## src/rtl/ncof_pkg.sv

```systemverilog
// ---------------------------------------------------------------------------
// ncof_pkg
// Shared types and constants for the nearest-centroid outlier flag block.
// ---------------------------------------------------------------------------
`default_nettype none

package ncof_pkg;

  localparam int MAX_CENTROIDS = 8;
  localparam int MAX_DIMS      = 16;
  localparam int CENT_W        = $clog2(MAX_CENTROIDS);
  localparam int COL_W         = $clog2(MAX_DIMS);
  localparam int TAB_DEPTH     = MAX_CENTROIDS * MAX_DIMS;
  localparam int TAB_AW        = $clog2(TAB_DEPTH);
  localparam int VAL_W         = 16;
  localparam int DIFF_W        = VAL_W + 1;
  localparam int PROD_W        = 2 * DIFF_W;
  localparam int SQ_W          = PROD_W - 1;
  localparam int ACC_W         = 38;
  localparam int NC_W          = 4;
  localparam int ND_W          = 5;
  localparam int CFG_IDX_W     = 2;

  localparam logic [ACC_W-1:0] ACC_MAX = '1;

  typedef enum logic [CFG_IDX_W-1:0] {
    CFG_CENTROIDS = 2'd0,
    CFG_DIMS      = 2'd1,
    CFG_THRESHOLD = 2'd2
  } cfg_reg_t;

  typedef enum logic {
    CMD_CENTROID = 1'b0,
    CMD_POINT    = 1'b1
  } cmd_t;

  typedef enum logic [1:0] {
    S_IDLE,
    S_RUN,
    S_DRAIN,
    S_RESULT
  } state_t;

  typedef struct packed {
    logic                    cmd;
    logic [2:0]              centroid_index;
    logic [3:0]              coord_index;
    logic signed [VAL_W-1:0] value;
  } in_t;

  typedef struct packed {
    logic             is_outlier;
    logic [2:0]       nearest_centroid;
    logic [ACC_W-1:0] min_distance_squared;
  } out_t;

endpackage

`default_nettype wire

```

## src/rtl/ncof_ram.sv

```systemverilog
// ---------------------------------------------------------------------------
// ncof_ram
// Simple dual-port RAM: one write port, one read port with registered data.
// ---------------------------------------------------------------------------
`default_nettype none

module ncof_ram #(
  parameter int WIDTH = 16,
  parameter int DEPTH = 128,
  localparam int AW   = (DEPTH > 1) ? $clog2(DEPTH) : 1
) (
  input  wire logic             clk,
  input  wire logic             we,
  input  wire logic [AW-1:0]    waddr,
  input  wire logic [WIDTH-1:0] wdata,
  input  wire logic [AW-1:0]    raddr,
  output logic      [WIDTH-1:0] rdata
);

  logic [WIDTH-1:0] mem [DEPTH];

  always_ff @(posedge clk) begin
    if (we) begin
      mem[waddr] <= wdata;
    end
    rdata <= mem[raddr];
  end

endmodule

`default_nettype wire

```

## src/rtl/nearest_centroid_outlier_flag.sv

```systemverilog
// ---------------------------------------------------------------------------
// nearest_centroid_outlier_flag
// Accumulates squared distances of a streamed point to a table of centroids
// and reports the nearest centroid and whether it lies beyond a threshold.
// ---------------------------------------------------------------------------
// A point coordinate holds in_ready low while one accumulator read-modify-write
// is issued per centroid, nc being the effective centroid count (1 to 8), and
// then while the pipeline drains. A last coordinate also passes through a
// result state that loads the output register and waits there while the
// previous result is still held. A centroid write leaves in_ready high.
// Reset restores the registers to 8, 16 and 0 and zeroes the accumulators.
`default_nettype none

module nearest_centroid_outlier_flag (
  input  wire logic                                clk,
  input  wire logic                                rst,
  input  wire logic                                in_valid,
  output logic                                     in_ready,
  input  wire ncof_pkg::in_t                       in_data,
  output logic                                     out_valid,
  input  wire logic                                out_ready,
  output ncof_pkg::out_t                           out_data,
  input  wire logic                                cfg_we,
  input  wire logic [ncof_pkg::CFG_IDX_W-1:0]      cfg_index,
  input  wire logic [ncof_pkg::ACC_W-1:0]          cfg_data
);

  // Configuration registers.
  logic [ncof_pkg::NC_W-1:0]  centroids_in_use;
  logic [ncof_pkg::ND_W-1:0]  dims_in_use;
  logic [ncof_pkg::ACC_W-1:0] threshold_squared;

  always_ff @(posedge clk) begin
    if (rst) begin
      centroids_in_use  <= ncof_pkg::NC_W'(ncof_pkg::MAX_CENTROIDS);
      dims_in_use       <= ncof_pkg::ND_W'(ncof_pkg::MAX_DIMS);
      threshold_squared <= '0;
    end else if (cfg_we) begin
      unique case (ncof_pkg::cfg_reg_t'(cfg_index))
        ncof_pkg::CFG_CENTROIDS: centroids_in_use  <= cfg_data[ncof_pkg::NC_W-1:0];
        ncof_pkg::CFG_DIMS:      dims_in_use       <= cfg_data[ncof_pkg::ND_W-1:0];
        ncof_pkg::CFG_THRESHOLD: threshold_squared <= cfg_data;
        default: ;
      endcase
    end
  end

  // Effective last centroid index and last coordinate, with clamping.
  logic [ncof_pkg::CENT_W-1:0] nc_last;
  logic [ncof_pkg::COL_W-1:0]  nd_last;

  always_comb begin
    if (centroids_in_use == '0) begin
      nc_last = '0;
    end else if (centroids_in_use > ncof_pkg::NC_W'(ncof_pkg::MAX_CENTROIDS)) begin
      nc_last = ncof_pkg::CENT_W'(ncof_pkg::MAX_CENTROIDS - 1);
    end else begin
      nc_last = ncof_pkg::CENT_W'(centroids_in_use - 1'b1);
    end
    if (dims_in_use == '0) begin
      nd_last = '0;
    end else if (dims_in_use > ncof_pkg::ND_W'(ncof_pkg::MAX_DIMS)) begin
      nd_last = ncof_pkg::COL_W'(ncof_pkg::MAX_DIMS - 1);
    end else begin
      nd_last = ncof_pkg::COL_W'(dims_in_use - 1'b1);
    end
  end

  // Control.
  ncof_pkg::state_t state, state_next;
  logic             issue;
  logic             load_out;
  logic             out_free;
  logic             accept;
  logic             point_go;
  logic             tab_we;

  logic [ncof_pkg::CENT_W-1:0] k;
  logic                        p1_valid, p2_valid;
  logic [ncof_pkg::CENT_W-1:0] k1, k2;

  logic [ncof_pkg::COL_W-1:0]         item_col;
  logic signed [ncof_pkg::VAL_W-1:0]  item_value;
  logic                               item_last;

  assign out_free = !out_valid || out_ready;
  assign accept   = in_valid && in_ready;
  assign tab_we   = accept && (in_data.cmd == ncof_pkg::CMD_CENTROID);
  // A point coordinate beyond the last dimension is taken and dropped.
  assign point_go = accept && (in_data.cmd == ncof_pkg::CMD_POINT)
                    && (in_data.coord_index <= nd_last);

  always_comb begin
    state_next = state;
    unique case (state)
      ncof_pkg::S_IDLE:   if (point_go) state_next = ncof_pkg::S_RUN;
      ncof_pkg::S_RUN:    if (k == nc_last) state_next = ncof_pkg::S_DRAIN;
      ncof_pkg::S_DRAIN: begin
        if (!p1_valid && !p2_valid) begin
          state_next = item_last ? ncof_pkg::S_RESULT : ncof_pkg::S_IDLE;
        end
      end
      ncof_pkg::S_RESULT: if (out_free) state_next = ncof_pkg::S_IDLE;
      default:            state_next = ncof_pkg::S_IDLE;
    endcase
  end

  always_comb begin
    in_ready = 1'b0;
    issue    = 1'b0;
    load_out = 1'b0;
    unique case (state)
      ncof_pkg::S_IDLE:   in_ready = 1'b1;
      ncof_pkg::S_RUN:    issue    = 1'b1;
      ncof_pkg::S_DRAIN:  ;
      ncof_pkg::S_RESULT: load_out = out_free;
      default: ;
    endcase
  end

  always_ff @(posedge clk) begin
    if (rst) begin
      state    <= ncof_pkg::S_IDLE;
      k        <= '0;
      p1_valid <= 1'b0;
      p2_valid <= 1'b0;
    end else begin
      state    <= state_next;
      k        <= issue ? k + 1'b1 : '0;
      p1_valid <= issue;
      p2_valid <= p1_valid;
    end
  end

  always_ff @(posedge clk) begin
    if (point_go) begin
      item_col   <= in_data.coord_index;
      item_value <= in_data.value;
      item_last  <= (in_data.coord_index == nd_last);
    end
    k1 <= k;
    k2 <= k1;
  end

  // Centroid table memory, row-major: {centroid, coordinate}.
  logic [ncof_pkg::VAL_W-1:0] tab_rdata;

  ncof_ram #(
    .WIDTH (ncof_pkg::VAL_W),
    .DEPTH (ncof_pkg::TAB_DEPTH)
  ) u_centroid_ram (
    .clk   (clk),
    .we    (tab_we),
    .waddr ({in_data.centroid_index, in_data.coord_index}),
    .wdata (in_data.value),
    .raddr ({k, item_col}),
    .rdata (tab_rdata)
  );

  // Accumulator memory. Each entry is touched once per coordinate and the
  // next coordinate waits for the drain, so no two accesses overlap.
  logic [ncof_pkg::ACC_W-1:0] acc_rdata;
  logic [ncof_pkg::ACC_W-1:0] acc_new;

  ncof_ram #(
    .WIDTH (ncof_pkg::ACC_W),
    .DEPTH (ncof_pkg::MAX_CENTROIDS)
  ) u_acc_ram (
    .clk   (clk),
    .we    (p2_valid),
    .waddr (k2),
    .wdata (acc_new),
    .raddr (k),
    .rdata (acc_rdata)
  );

  // An entry without its valid bit reads as zero; the first coordinate of a
  // point drops all valid bits, which clears every accumulator at once.
  logic [ncof_pkg::MAX_CENTROIDS-1:0] acc_valid;

  always_ff @(posedge clk) begin
    if (rst) begin
      acc_valid <= '0;
    end else if (point_go && (in_data.coord_index == '0)) begin
      acc_valid <= '0;
    end else if (p2_valid) begin
      acc_valid[k2] <= 1'b1;
    end
  end

  // Stage 1: difference and square.
  logic signed [ncof_pkg::VAL_W-1:0]  cent_val;
  logic signed [ncof_pkg::DIFF_W-1:0] diff;
  logic signed [ncof_pkg::PROD_W-1:0] prod;
  logic [ncof_pkg::SQ_W-1:0]          sq;
  logic [ncof_pkg::ACC_W-1:0]         acc_old;

  assign cent_val = tab_rdata;
  assign diff     = ncof_pkg::DIFF_W'(item_value) - ncof_pkg::DIFF_W'(cent_val);
  assign prod     = diff * diff;

  always_ff @(posedge clk) begin
    sq      <= prod[ncof_pkg::SQ_W-1:0];
    acc_old <= acc_valid[k1] ? acc_rdata : '0;
  end

  // Stage 2: saturating add, write back, running minimum.
  logic [ncof_pkg::ACC_W:0]    sum;
  logic [ncof_pkg::ACC_W-1:0]  best_d;
  logic [ncof_pkg::CENT_W-1:0] best_k;

  assign sum     = {1'b0, acc_old} + (ncof_pkg::ACC_W + 1)'(sq);
  assign acc_new = sum[ncof_pkg::ACC_W] ? ncof_pkg::ACC_MAX : sum[ncof_pkg::ACC_W-1:0];

  // Centroids arrive in ascending order, so a strict compare keeps the
  // lowest index on ties.
  always_ff @(posedge clk) begin
    if (p2_valid && ((k2 == '0) || (acc_new < best_d))) begin
      best_d <= acc_new;
      best_k <= k2;
    end
  end

  // Output register.
  always_ff @(posedge clk) begin
    if (rst) begin
      out_valid <= 1'b0;
    end else begin
      out_valid <= load_out || (out_valid && !out_ready);
    end
  end

  always_ff @(posedge clk) begin
    if (load_out) begin
      out_data.is_outlier           <= (best_d > threshold_squared);
      out_data.nearest_centroid     <= 3'(best_k);
      out_data.min_distance_squared <= best_d;
    end
  end

  // Assertions.
  a_pipe_in_work: assert property (@(posedge clk) disable iff (rst)
    p2_valid |-> (state == ncof_pkg::S_RUN || state == ncof_pkg::S_DRAIN))
    else $error("accumulator write outside a point pass");

  a_acc_range: assert property (@(posedge clk) disable iff (rst)
    p2_valid |-> (k2 <= nc_last))
    else $error("accumulator write beyond centroids in use");

  a_order: assert property (@(posedge clk) disable iff (rst)
    (p1_valid && p2_valid) |-> (k1 == k2 + 1'b1))
    else $error("centroid passes out of order");

  a_result_last: assert property (@(posedge clk) disable iff (rst)
    (state == ncof_pkg::S_RESULT) |-> item_last)
    else $error("result for a coordinate that does not end a point");

  a_no_overrun: assert property (@(posedge clk) disable iff (rst)
    load_out |-> (!out_valid || out_ready))
    else $error("result register overwritten before transfer");

endmodule

`default_nettype wire

```

## config.mk

```make
export PLATFORM = sky130hd
export DESIGN_NAME = nearest_centroid_outlier_flag
export DESIGN_NICKNAME = d
export VERILOG_FILES = /design/src/rtl/ncof_pkg.sv /design/src/rtl/ncof_ram.sv /design/src/rtl/nearest_centroid_outlier_flag.sv
export SDC_FILE = /design/constraint.sdc
export NUM_CORES = 2
export LEC_CHECK = 0
export BUFFER_PORTS_ARGS = -buffer_cell sky130_fd_sc_hd__buf_2
export CORE_UTILIZATION = 52
export CTS_CLUSTER_DIAMETER = 200
export DETAILED_ROUTE_END_ITERATION = 6
export GPL_ROUTABILITY_DRIVEN = 1
export GPL_TIMING_DRIVEN = 1
export PLACE_DENSITY_LB_ADDON = 0.25
export SLEW_MARGIN = 20
export SYNTH_ARGS = -nofsm -noshare
export SYNTH_HDL_FRONTEND = slang
export SYNTH_SLANG_ARGS = --single-unit
```

## constraint.sdc

```tcl
create_clock -name clk -period 9.45 [get_ports clk]
set_clock_uncertainty 0.1 [all_clocks]
set_input_delay 1.4175 -clock clk [delete_from_list [all_inputs] [get_ports clk]]
set_output_delay 1.4175 -clock clk [all_outputs]
set_load 0.01 [all_outputs]
```

# After elaboration in Yosys (flattened, before gate mapping)
# Memory sizes are Yosys's and may differ from the RTL's. A register that Yosys moved wholly into a read port is not among the register bits.
# Index checks and enable logic that the tools add are counted.
[word_totals]
in_bits = 69
mem_bits_rw = 2352
output_inout_bits = 44
word_cells = 101
n_memories = 2
regBits = 244
[op_classes]
n_eq_ne = 11
muxes = 22
n_lt_le_gt_ge = 8
add_sub_neg = 5
n_mul = 1
bitwise = 3
n_reduce_logical = 28
[memory_table]
columns = ["name", "words", "word_bits", "rd", "rd_ports_with_merged_regs", "wr", "line", "source"]
rows = [
  ["u_centroid_ram.mem", 128, 16, 1, 1, 1, "ncof_ram.sv:20", "logic [WIDTH-1:0] mem [DEPTH];"],
  ["u_acc_ram.mem", 8, 38, 1, 1, 1, "ncof_ram.sv:20", ""],
]
[op_table]
columns = ["operator", "count"]
rows = [
  ["38-bit by 33-bit adder with 39-bit output", 1],
  ["38-bit > comparator", 1],
  ["38-bit < comparator", 1],
  ["38-bit two-way mux", 1],
  ["17-bit by 17-bit multiplier with 33-bit output", 1],
  ["16-bit by 16-bit subtractor with 17-bit output", 1],
  ["2-bit two-way mux", 5],
  ["1-bit logical AND", 9],
  ["1-bit two-way mux", 9],
  ["4-bit zero test", 2],
  ["3-bit by 4-bit < comparator with 1-bit output, second input constant", 2],
  ["4-bit two-way mux", 2],
  ["2-bit != test, second input constant", 4],
  ["8-bit OR", 1],
  ["2-bit case mux with 4 select lines", 1],
  ["2-bit equality test, second input constant", 3],
  ["3-bit two-way mux", 2],
  ["2-bit AND reduction", 3],
  ["5-bit > comparator, second input constant", 1],
  ["5-bit zero test", 1],
  ["2-bit by 1-bit equality test with 1-bit output, second input constant", 2],
  ["4-bit equality test", 1],
  ["4-bit > comparator, second input constant", 1],
  ["4-bit <= comparator", 1],
  ["14 further kinds", 22],
]

# Logic depth before layout (Yosys ltp)
[depth]
depth_word = 7
mapped_depth = 35

# Cells and area by module
# Synthesis repeated with hierarchy kept, for this count alone.
[unflattened]
cells_unflattened = 5814
area_unflattened_um2 = 112227.6
[modules_own_cells]
columns = ["mod", "area_each_um2", "cells_each", "n_inst"]
rows = [
  ["ncof_ram (u_centroid_ram)", 78522.8, 3086, 1],
  ["nearest_centroid_outlier_flag", 21495.6, 2238, 1],
  ["ncof_ram (u_acc_ram)", 12209.2, 490, 1],
]

# Worst setup path before layout
# Ideal clock, no wire load.
[synth_path]
path_type = "reg-to-reg"
from = "reg item_value[0] (netlist name)"
to = "reg sq[32] (netlist name)"
t_arrival_ns = 8.009
t_required_ns = 9.224
setup_ns = 0.126
path_slack_ns = 1.215
path_stages_with_launch = 36
cell_sequence = "edfxtp_1 > inv_1 > ha_1 > inv_1 > fa_1 > a211oi_1 > o211ai_1 > a221oi_2 > nor2_1 > o21ai_0 > nand2b_1 > xnor2_1 > inv_1 > clkbuf_1 > nand2_1 > fa_1 > inv_1 > fa_1 > inv_1 > fa_1 > inv_1 > fa_1 > fa_1 > inv_1 > fa_1 > inv_1 > ha_1 > clkbuf_1 > and4_1 > nand2_1 > a2111oi_0 > a211oi_1 > a211o_1 > a211oi_1 > or3_1 > nand3_1"
[synth_via]
elab_chain_cells = 2
[synth_rtl]
columns = ["element", "line", "source"]
rows = [
  ["start: declaration", "nearest_centroid_outlier_flag.sv:83", "logic signed [ncof_pkg::VAL_W-1:0] item_value;"],
  ["start signal: assignment", "nearest_centroid_outlier_flag.sv:138", "item_value <= in_data.value;"],
  ["16-bit by 16-bit subtractor with 17-bit output", "nearest_centroid_outlier_flag.sv:199", "assign diff = ncof_pkg::DIFF_W'(item_value) - ncof_pkg::DIFF_W'(cent_val);"],
  ["17-bit by 17-bit multiplier with 33-bit output", "nearest_centroid_outlier_flag.sv:200", "assign prod = diff * diff;"],
  ["via prod (one bit)", "nearest_centroid_outlier_flag.sv:194", "logic signed [ncof_pkg::PROD_W-1:0] prod;"],
  ["end signal: assignment", "nearest_centroid_outlier_flag.sv:203", "sq <= prod[ncof_pkg::SQ_W-1:0];"],
  ["end: declaration", "nearest_centroid_outlier_flag.sv:195", "logic [ncof_pkg::SQ_W-1:0] sq;"],
]
# The timed path passes the listed nets, and every way through them passes these cells.
# A chain may end at the register's enable or synchronous reset.

# Worst setup path after layout
# Same ends and word-level chain as after synthesis.

==> out/qor.yml <==
run_status:
  outcome: "finished with violations"
  violations: "DRC"
setup_path:
  arrival_ns: 9.48
  start_kind: "flop"
  cpPeakStageDelay_ns: 0.54
  path_class: "reg -> reg"
  worst_ep_required_time_ns: 10.11
  crit_fanout: 12
  ff2ff_setup_slack_ns: 0.63
  r2r-start: "item_value[0]$_DFFE_PP_"
  r2r_end: "sq[32]$_DFF_P_"
  slowest_stage: "fa_1"
  cp-end-kind: "flop"
  reg2regPathDepth: 33
clock_network:
  cts_root_buffer: "clkbuf_16"
  numCtsBuffers: 282
  clk_latency_ns: 0.94
  h-tree-depth: 5
  cts_max_path_buffers: 4
  clk_pin_slew_ns: 0.06
  postCtsSetupBuffers: 0
  cts_tree: "done"
  cts_sinks: 2649
die:
  die_y_um: 466
  num_rows: 170
  dieArea_um2: 218000
  coreArea_um2: 214000
  start_util: 0.523
  boundaryPins: 113
  fp.dieW_um: 466
synth:
  syn_inst: 5827
  synthDistinctLibCells: 67
  ys.flop_type: "edfxtp_1"
  ys_warn_count: 0
  syn_area_um2: 112000
  async_reset_ff_frac: 0
  synth_edf_count: 2456
  synth_top_area_cell: "edfxtp_1"
  yosys-top-cells-count: "edfxtp_1 (2456), mux4_2 (750), inv_1 (448)"
  yosys-top-cells-area: "edfxtp_1 (66%), mux4_2 (15%), fa_1 (4.7%)"
  yosysTopAreaCellShare: 0.658
  seq_area_frac_synth: 0.692
  synth_most_common_cell: "edfxtp_1"
  syn_area_per_cell_um2: 19.2
  synth_nets: 6371
  ys_seq_elements: 2649
sta:
  tightest_slew_ns: 1.18
  fin_crit_ns: 8.82
  rsz0062_at_grt: "false"
  timing.hold.ws_ns: 0.293
  finalCritPeriodShare: 0.933
  setup_viol: 0
  hold_viol: 0
  timing_max_transition_violations_final: 0
  fmax_mhz: 113
  fin_ws_ns: 0.632
  setup-tns-final_ns: 0
  maxSlewHeadroom: 0.213
drt:
  drc: 2
  via_per_inst: 6.02
  drt_first_pass_iters: 7
  num_vias: 55695
  ant_nets: 0
  drt-total-wl_mm: 257
  wire_per_inst_um: 27.8
  drtIter0Drc: 5948
placement:
  portBuffers: 112
  place.gp.congestion: 0.866
  post-place-ws_ns: 0.574
  hpwlAfterDp_mm: 157
final_layout:
  post-route-util: 0.587
  drive_gt1_frac: 0.241
  syn_to_final_growth_pct: 12.3
  nets: 6750
grt:
  grt_max_degree: 124
  grt_pass1_vias: 56725
  antenna_found_initial: 7
  grt_overflow: 0
  grt_first_pass_wirelength_mm: 380
  grt_usage: 0.240
worst_hold_path:
  hold_start: "k1[2]$_DFF_P_"
  hold_path_class: "reg -> reg"
  hold_depth: 0
  whs_endpoint: "k2[2]$_DFF_P_"
job:
  cap_violations: 0
==> layout by cell type, fill, tap and decap left out, drive strengths merged, types with 116 or more instances in the layout <==
cell / synthesis / final
inv: 448 / 450
fa: 265 / 265
a21oi: 116 / 116
nor2: 293 / 293
buf: 82 / 332
nand2: 259 / 259
ha: 210 / 210
clkbuf: 155 / 355
mux4: 750 / 750
dfxtp: 193 / 193
edfxtp: 2456 / 2456
==> timing repair <==
| item | in CTS | in global routing |
|---|---|---|
| hold buffers | 0 | 0 |
| gates resized for setup | 0 | 1 |
| setup endpoints to repair | 0 | 2 |
| endpoints found under the hold margin | 0 | 0 |
==> kinds of logic after synthesis <==
kind of cell               Yosys count  synth area share
DFF                               2649             0.692
muxes                              816             0.157
and+or+nand+nor                    774            0.0307
buffers and inverters              687            0.0237
adders and majority gates          476            0.0708
AOI/OAI and AO/OA                  358            0.0203
xor gates and xnor gates            67           0.00523
==> sequential cells by signal, summed over array words and instances, names as in the netlist, 3 cells and up <==
name                  count
k2                        3
k                         3
k1                        3
out_data                 42
threshold_squared        38
centroids_in_use          4
best_d                   38
u_acc_ram.mem           304
acc_old                  38
best_k                    3
dims_in_use               5
sq                       32
u_centroid_ram.mem     2048
acc_valid                 8
item_value               16
item_col                  4
u_centroid_ram.rdata     16
u_acc_ram.rdata          38
==> how the worst max path moves through the flow <==
stage	from	to	slack (ns)	cells after the start
floorplan	item_value[0]$_DFFE_PP_	sq[32]$_DFF_P_	1.22	35
detailed placement	item_value[0]$_DFFE_PP_	sq[29]$_DFF_P_	0.57	33
global route	item_value[0]$_DFFE_PP_	sq[32]$_DFF_P_	0.04	33
finish	item_value[0]$_DFFE_PP_	sq[32]$_DFF_P_	0.63	33
CTS	item_value[0]$_DFFE_PP_	sq[32]$_DFF_P_	0.56	33
global placement	item_value[0]$_DFFE_PP_	sq[29]$_DFF_P_	0.64	33
==> worst max-delay path, delay by kind of cell (launching register included) <==
kind            cells  cell delay, ns
fa+ha+maj           9            3.93
compound gates      9            2.52
buf+inv             9            0.81
simple gates        5            0.77
flops               1            0.35
xor+xnor            1            0.17
==> per-stage QoR <==
step	std cells	instance area, um2
after floorplan	5827	112000
after global placement	8759	117000
after detailed placement	8759	117000
after CTS	9243	126000
after global routing	9244	126000
final	9246	126000
==> layout make-up <==
class	count	area, um2
well taps	2838	3550
repair buffers	332	2420
clock inverters	129	1050
diodes	2	5.00
inverters	450	1690
multi-input cells	2491	32000
flip-flops and latches	2649	77600
clock buffers	355	7570
fillers	15476	88500
==> per-layer routing <==
layer  wire [um]  vias up  global-route usage
li1            -    23556                   -
met1      106000    29525               0.347
met2      125000     2246               0.379
met3       19500      360              0.0399
met4        6420        8              0.0682
met5          49        -                   0
Power is left out: the tool's default activity adds up to more than one toggle a clock period on the data nets, which glitch-free logic cannot reach.
